===== config.mk =====
export PLATFORM = sky130hd
export DESIGN_NAME = key_debounce_autorepeat
export DESIGN_NICKNAME = d
export VERILOG_FILES = /design/src/rtl/core/kdar_pkg.sv /design/src/rtl/core/kdar_step.sv /design/src/rtl/core/key_debounce_autorepeat.sv
export SDC_FILE = /design/constraint.sdc
export NUM_CORES = 1
export LEC_CHECK = 0
export BUFFER_PORTS_ARGS = -buffer_cell sky130_fd_sc_hd__buf_2
export CORE_ASPECT_RATIO = 2
export CORE_MARGIN = 2
export CORE_UTILIZATION = 25
export DETAILED_ROUTE_END_ITERATION = 12
export GPL_TIMING_DRIVEN = 0
export PLACE_DENSITY = 0.48
export SETUP_SLACK_MARGIN = 0.5
export SYNTH_ARGS = -nofsm -noshare
export SYNTH_HDL_FRONTEND = slang
export SYNTH_SLANG_ARGS = --single-unit

===== constraint.sdc =====
create_clock -name clk -period 17.46 [get_ports clk]
set_input_delay 3.492 -clock clk [delete_from_list [all_inputs] [get_ports clk]]
set_output_delay 3.492 -clock clk [all_outputs]
set_load 0.02 [all_outputs]

===== src/rtl/core/kdar_pkg.sv =====
// ---------------------------------------------------------------------------
// kdar_pkg: shared types and constants of the key debouncer
// Register indexes, reset values, state and configuration records, and the
// per-level byte selector used by the step logic.
// ---------------------------------------------------------------------------
package kdar_pkg;

    localparam int KEY_W     = 8;
    localparam int CONF_W    = 4;
    localparam int LEVEL_W   = 3;
    localparam int REPS_W    = 8;
    localparam int TIMER_W   = 9;
    localparam int TABLE_W   = 48;
    localparam int CFG_IDX_W = 3;

    // Configuration register indexes
    localparam logic [CFG_IDX_W-1:0] REG_IDLE_KEY     = 3'd0;
    localparam logic [CFG_IDX_W-1:0] REG_SETTLE_LIMIT = 3'd1;
    localparam logic [CFG_IDX_W-1:0] REG_DELAYS       = 3'd2;
    localparam logic [CFG_IDX_W-1:0] REG_DWELLS       = 3'd3;
    localparam logic [CFG_IDX_W-1:0] REG_SPEEDS       = 3'd4;

    // Reset values of the configuration registers
    localparam logic [KEY_W-1:0]   RESET_IDLE_KEY = 8'd0;
    localparam logic [CONF_W-1:0]  RESET_LIMIT    = 4'd3;
    localparam logic [TABLE_W-1:0] RESET_DELAYS   = 48'h010101030C19;
    localparam logic [TABLE_W-1:0] RESET_DWELLS   = 48'h018E47180301;
    localparam logic [TABLE_W-1:0] RESET_SPEEDS   = 48'h1E0A02010101;

    localparam logic [LEVEL_W-1:0] TOP_LEVEL  = 3'd5;
    localparam logic [LEVEL_W-1:0] LONG_LEVEL = 3'd2;

    typedef struct packed {
        logic [KEY_W-1:0]   idle_key;
        logic [CONF_W-1:0]  settle_limit;
        logic [TABLE_W-1:0] delays;
        logic [TABLE_W-1:0] dwells;
        logic [TABLE_W-1:0] speeds;
    } cfg_t;

    typedef struct packed {
        logic [KEY_W-1:0]   held_key;
        logic [CONF_W-1:0]  confidence;
        logic [LEVEL_W-1:0] hold_level;
        logic [REPS_W-1:0]  repeats;
        logic [TIMER_W-1:0] timer;
    } state_t;

    typedef struct packed {
        logic [KEY_W-1:0] key;
        logic             fresh;
        logic [7:0]       speed;
        logic             long_press;
    } event_t;

    // Byte of a six-byte table for a hold level; levels above the top read the top byte.
    function automatic logic [7:0] byte_of(input logic [TABLE_W-1:0] word,
                                           input logic [LEVEL_W-1:0] level);
        logic [7:0] result;
        case (level)
            3'd0:    result = word[7:0];
            3'd1:    result = word[15:8];
            3'd2:    result = word[23:16];
            3'd3:    result = word[31:24];
            3'd4:    result = word[39:32];
            default: result = word[47:40];
        endcase
        return result;
    endfunction

endpackage


===== src/rtl/core/kdar_step.sv =====
// ---------------------------------------------------------------------------
// kdar_step: one sample tick of the debouncer
// Works out the next debounce and repeat state and any event for one sample.
// ---------------------------------------------------------------------------
module kdar_step (
    input  kdar_pkg::cfg_t                  cfg,
    input  kdar_pkg::state_t                state,
    input  logic [kdar_pkg::KEY_W-1:0]      key,
    output kdar_pkg::state_t                state_next,
    output logic                            fire,
    output kdar_pkg::event_t                evt
);

    logic                               differ;
    logic [kdar_pkg::CONF_W:0]          conf_t;
    logic [kdar_pkg::TIMER_W-1:0]       timer_t;
    logic [kdar_pkg::REPS_W-1:0]        reps_t;
    logic [kdar_pkg::LEVEL_W-1:0]       level_t;

    always_comb
    begin
        differ     = (key != state.held_key);
        state_next = state;
        fire       = 1'b0;
        conf_t     = {1'b0, state.confidence};
        timer_t    = state.timer;
        reps_t     = state.repeats;
        level_t    = state.hold_level;

        if (differ && (state.confidence == '0))
        begin
            // Debounced change: latch the new key and restart the hold sequence.
            state_next.held_key   = key;
            state_next.hold_level = '0;
            state_next.repeats    = '0;
            state_next.timer      = '0;
            level_t               = '0;
            fire                  = 1'b1;
        end
        else
        begin
            if (differ)
                conf_t = conf_t - 1'b1;
            else
                conf_t = conf_t + 1'b1;

            if (conf_t > {1'b0, cfg.settle_limit})
            begin
                conf_t  = {1'b0, cfg.settle_limit};
                timer_t = timer_t + 1'b1;
            end
            state_next.confidence = conf_t[kdar_pkg::CONF_W-1:0];

            if (timer_t > {1'b0, kdar_pkg::byte_of(cfg.delays, state.hold_level)})
            begin
                timer_t = '0;
                fire    = 1'b1;
                if ((state.hold_level < kdar_pkg::TOP_LEVEL) && (key != cfg.idle_key))
                begin
                    reps_t = reps_t + 1'b1;
                    if (reps_t >= kdar_pkg::byte_of(cfg.dwells, state.hold_level))
                    begin
                        level_t = level_t + 1'b1;
                        reps_t  = '0;
                    end
                end
            end
            state_next.timer      = timer_t;
            state_next.repeats    = reps_t;
            state_next.hold_level = level_t;
        end

        evt.key        = key;
        evt.fresh      = differ && (state.confidence == '0);
        evt.speed      = kdar_pkg::byte_of(cfg.speeds, level_t);
        evt.long_press = (level_t > kdar_pkg::LONG_LEVEL);
    end

endmodule


===== src/rtl/core/key_debounce_autorepeat.sv =====
// ---------------------------------------------------------------------------
// key_debounce_autorepeat: keypad debouncer with accelerating auto-repeat
// Filters raw key codes and reports new presses and repeats of a held key.
// ---------------------------------------------------------------------------
// Usage. Each request on the sample channel (sample_valid, sample_stall,
// sampled_key) is one sample tick of the raw key code. A request on the event
// channel (event_valid, event_stall and the four event fields) reports either
// a debounced key change or an auto-repeat of the held key, with the speed
// factor of the hold level and a long-press flag. A tick yields zero or one
// event.
// Flow: a sample is captured in an input register and worked through from
// there into the event register, which presents its event. One sample is
// taken every cycle while the event side keeps up; the single pass from the
// input register to the event register, which also updates the debounce
// state, sets that rate.
// Stalls: an event waits in the output register while event_stall is high.
// One further sample is held in the input register; after that sample_stall
// rises until the waiting event is taken.
// Reset: the debounce state clears, the held key becomes the idle code and
// the configuration registers take their defaults. Registers are written
// through cfg_valid/cfg_index/cfg_data, always ready; write them while idle.
// ---------------------------------------------------------------------------
module key_debounce_autorepeat (
    input  logic                                clk,
    input  logic                                rst_n,
    // sample channel
    input  logic                                sample_valid,
    output logic                                sample_stall,
    input  logic [kdar_pkg::KEY_W-1:0]          sampled_key,
    // event channel
    output logic                                event_valid,
    input  logic                                event_stall,
    output logic [kdar_pkg::KEY_W-1:0]          event_key,
    output logic                                is_new_press,
    output logic [7:0]                          speed_factor,
    output logic                                long_press,
    // configuration channel
    input  logic                                cfg_valid,
    output logic                                cfg_ready,
    input  logic [kdar_pkg::CFG_IDX_W-1:0]      cfg_index,
    input  logic [kdar_pkg::TABLE_W-1:0]        cfg_data
);

    kdar_pkg::cfg_t                     cfg_reg;
    kdar_pkg::state_t                   state_reg;
    kdar_pkg::state_t                   state_next;
    logic                               in_valid_reg;
    logic [kdar_pkg::KEY_W-1:0]         in_key_reg;
    logic                               out_valid_reg;
    kdar_pkg::event_t                   out_reg;
    kdar_pkg::event_t                   evt;
    logic                               fire;
    logic                               advance;
    logic                               take_sample;

    // The held sample is worked through once the output register can take
    // its event; a sample that yields no event waits for the same condition.
    assign advance      = in_valid_reg && (!out_valid_reg || !event_stall);
    assign sample_stall = in_valid_reg && !advance;
    assign take_sample  = sample_valid && !sample_stall;
    assign cfg_ready    = 1'b1;

    kdar_step u_step (
        .cfg        (cfg_reg),
        .state      (state_reg),
        .key        (in_key_reg),
        .state_next (state_next),
        .fire       (fire),
        .evt        (evt)
    );

    // Configuration registers; writes to unused indexes are dropped.
    always_ff @(posedge clk or negedge rst_n)
    begin
        if (!rst_n)
        begin
            cfg_reg.idle_key     <= kdar_pkg::RESET_IDLE_KEY;
            cfg_reg.settle_limit <= kdar_pkg::RESET_LIMIT;
            cfg_reg.delays       <= kdar_pkg::RESET_DELAYS;
            cfg_reg.dwells       <= kdar_pkg::RESET_DWELLS;
            cfg_reg.speeds       <= kdar_pkg::RESET_SPEEDS;
        end
        else if (cfg_valid && cfg_ready)
        begin
            case (cfg_index)
                kdar_pkg::REG_IDLE_KEY:     cfg_reg.idle_key     <= cfg_data[kdar_pkg::KEY_W-1:0];
                kdar_pkg::REG_SETTLE_LIMIT: cfg_reg.settle_limit <= cfg_data[kdar_pkg::CONF_W-1:0];
                kdar_pkg::REG_DELAYS:       cfg_reg.delays       <= cfg_data;
                kdar_pkg::REG_DWELLS:       cfg_reg.dwells       <= cfg_data;
                kdar_pkg::REG_SPEEDS:       cfg_reg.speeds       <= cfg_data;
                default:                    ;
            endcase
        end
    end

    // Debounce state: the held key starts as the default idle code.
    always_ff @(posedge clk or negedge rst_n)
    begin
        if (!rst_n)
        begin
            state_reg.held_key   <= kdar_pkg::RESET_IDLE_KEY;
            state_reg.confidence <= '0;
            state_reg.hold_level <= '0;
            state_reg.repeats    <= '0;
            state_reg.timer      <= '0;
        end
        else if (advance)
        begin
            state_reg <= state_next;
        end
    end

    // Input register
    always_ff @(posedge clk or negedge rst_n)
    begin
        if (!rst_n)
            in_valid_reg <= 1'b0;
        else if (take_sample)
            in_valid_reg <= 1'b1;
        else if (advance)
            in_valid_reg <= 1'b0;
    end

    always_ff @(posedge clk)
    begin
        if (take_sample)
            in_key_reg <= sampled_key;
    end

    // Event register
    always_ff @(posedge clk or negedge rst_n)
    begin
        if (!rst_n)
            out_valid_reg <= 1'b0;
        else if (advance)
            out_valid_reg <= fire;
        else if (!event_stall)
            out_valid_reg <= 1'b0;
    end

    always_ff @(posedge clk)
    begin
        if (advance && fire)
            out_reg <= evt;
    end

    assign event_valid  = out_valid_reg;
    assign event_key    = out_reg.key;
    assign is_new_press = out_reg.fresh;
    assign speed_factor = out_reg.speed;
    assign long_press   = out_reg.long_press;

endmodule

==> flow_summary.yaml <==
global_routing:
  grt_max_degree: 102
  top_usage_layer: "met2"
  gr-usage-met1_pct: 15.6
  grt_pass1_wl_um: 49100
  grt_pass1_vias: 7653
  overflow: 0
  met2_usage_pct: 30.3
  grt.total_usage_pct: 15.3
  grt_antenna_before_repair: 2
  use_met3_pct: 1.75
logic_synthesis:
  syn_inst: 823
  synth_warnings: 0
  yosys.cell_types.count: 63
  synth_edf_count: 26
  syn_avg_cell_area_um2: 12.6
  netlist_area_mm2: 0.0104
  ys_seq_elements: 216
  synth_top_area_share_pct: 37.2
  synth_area_leaders: "dfrtp_1 37%, mux2_2 17%, dfstp_2 9.1%"
  synth_flop_cell: "dfrtp_1"
  ys_seq_area_share_pct: 53.8
  ys_async_sr_fraction_pct: 88.0
  synth_nets: 918
  synth_most_common_cell: "mux2_2"
  netlist_top_cells_count: "158 x mux2_2, 154 x dfrtp_1, 44 x nand2_1"
  yosysTopAreaCell: "dfrtp_1"
critical_path:
  crit_end: "sample_stall"
  cp_common_cell: "buf_2"
  crit_path_start_kind: "input port"
  path_delay_family: "buffers and inverters"
  crit_start: "event_stall"
  cp-end-kind: "output pin"
  cp_num_cells: 4
  worst_ep_arrival_time_ns: 3.92
  critical_path_peak_fanout: 3
  reg2reg_depth: 24
  worst-path-buf-inv: 3
  setup.worst_path.class: "input port to output pin"
  required_ns: 13.97
  max_stage_delay_ns: 0.16
  path_cells: "buf_2 -> nand3_1 -> inv_1 -> buf_2"
  r2r-start: "in_key_reg[3]"
  ff2ff_setup_slack_ns: 10.61
  cpMaxStageDelayCell: "buf_2"
  reg2reg_to: "speed_factor[2]"
drt:
  vias_per_cell: 4.89
  postRouteAntennaNets: 0
  wl_um: 33100
  drt_first_pass_iters: 5
  route.detailed.drc: 0
  drtIter0Drc: 442
  via_count: 7239
  wl_per_cell_um: 22.3
floorplanning:
  core_area_mm2: 0.0410
  dieHeight_um: 292
  die_x_um: 148
  num_rows: 105
  initial_core_util_pct: 25.3
  die_area_mm2: 0.0432
  pin_count: 85
finish:
  largest_register_ffs: 156
  num-fill-cells: 4270
  area_growth_pct: 17.8
  drive_above_1_share_pct: 35.1
  nets: 1025
clock_tree:
  ctsHoldBuffers: 0
  cts_tree: "yes"
  cts_max_level: 1
  cts_root_buffer: "clkbuf_16"
  cts-resized-gates: 0
  clk_latency_ns: 0.53
  cts_made_buffers: 21
  cts.path.max_buffers: 3
  cts_setup_buffers: 0
  path_clk_slew_ns: 0.06
  cts.sinks: 216
sta:
  report.final.slew_viol_count: 0
  tns_ns: 0
  finalSetupViolCount: 0
  finalCritPeriodShare_pct: 42.4
  rsz0062_at_grt: "no"
  tightest_slew_ns: 1.15
  fmax_mhz: 135
  timing.hold.ws_ns: 0.506
  fin_crit_ns: 7.41
  clock-skew-final_ns: 0.0222
  maxSlewHeadroom_pct: 23.0
  hold_viol: 0
status:
  status: "finished clean"
run:
  cap_violations: 0
place:
  dp_hpwl_um: 25400
  gp_congestion: 0.940
  io_buffers: 83
pwr:
  ir_worst_vdd_uv: 65.8
  leakagePower_nw: 5.03
  p_per_area_mw_per_mm2: 145
hold_path:
  min_path_type: "flop to flop"
layer usage:
| metal | up-vias | part of all wire, % | wire length [µm] |
|---|---|---|---|
| met5 | - | 0.039 | 13 |
| met4 | 2 | 4.4 | 1450 |
| met2 | 188 | 57 | 18900 |
| met3 | 54 | 3.8 | 1250 |
| met1 | 3702 | 35 | 11400 |
| li1 | 3293 | - | - |
report_power, final:
group	switching, mW	internal (mW)
combinational	0.339	0.241
sequential	0.0770	0.645
clock	0.213	0.258
worst min-delay path by stage:
stage	from	endpoint	slack (ns)	depth (start not counted)
after floorplan	cfg_reg[89]	cfg_reg[89]	0.47	1
after global placement	cfg_reg[90]	cfg_reg[90]	0.48	1
after detailed placement	cfg_reg[95]	cfg_reg[95]	0.49	1
after CTS	cfg_reg[95]	cfg_reg[95]	0.51	1
after global routing	cfg_reg[95]	cfg_reg[95]	0.51	1
final	cfg_reg[55]	cfg_reg[55]	0.51	1
area by class of cell:
cell class | instances | area, µm² | area share (%)
Clock inverter | 12 | 113 | 0.922
Sequential cell | 216 | 5580 | 45.7
Timing Repair Buffer | 84 | 453 | 3.71
Antenna cell | 1 | 2.50 | 0.0205
Tap cell | 535 | 669 | 5.48
Clock buffer | 26 | 586 | 4.80
Buffer | 38 | 155 | 1.27
Multi-Input combinational cell | 547 | 4570 | 37.4
Inverter | 22 | 82.6 | 0.676
cells by family after synthesis:
family          synth area share [%]
other cells                   0.0362
buf+inv                         2.29
mux                             18.1
xor+xnor                        2.86
flops                           53.8
compound gates                  11.9
simple gates                    7.14
fa+ha+maj                       3.81
placed cells by master, fill, tap and decap left out, types with 9 or more instances in the layout:
cell type / instances
ha_1: 30
a22oi_1: 19
dfstp_2: 36
o211ai_1: 23
inv_1: 20
clkbuf_16: 22
a221oi_1: 12
nand3_1: 21
edfxtp_1: 26
nor2_1: 28
mux2_2: 158
o21ai_0: 39
nand2_1: 44
a21oi_1: 9
xnor2_1: 15
a32o_1: 9
dfrtp_1: 154
xor2_1: 17
a222oi_1: 16
clkbuf_1: 32
buf_2: 83
per-stage QoR:
stage	utilization (%)	worst slack, ns	cells	power (mW)	cell area [µm²]
after floorplan	-	10.22	823	1.10	10400
after global placement	27.9	9.56	1441	1.30	11500
after detailed placement	28.1	10.05	1442	1.31	11500
after CTS	29.8	10.05	1480	1.79	12200
after global routing	29.8	10.00	1481	1.88	12200
final	29.8	10.05	1481	1.77	12200
(Power assumes the default switching activity.)
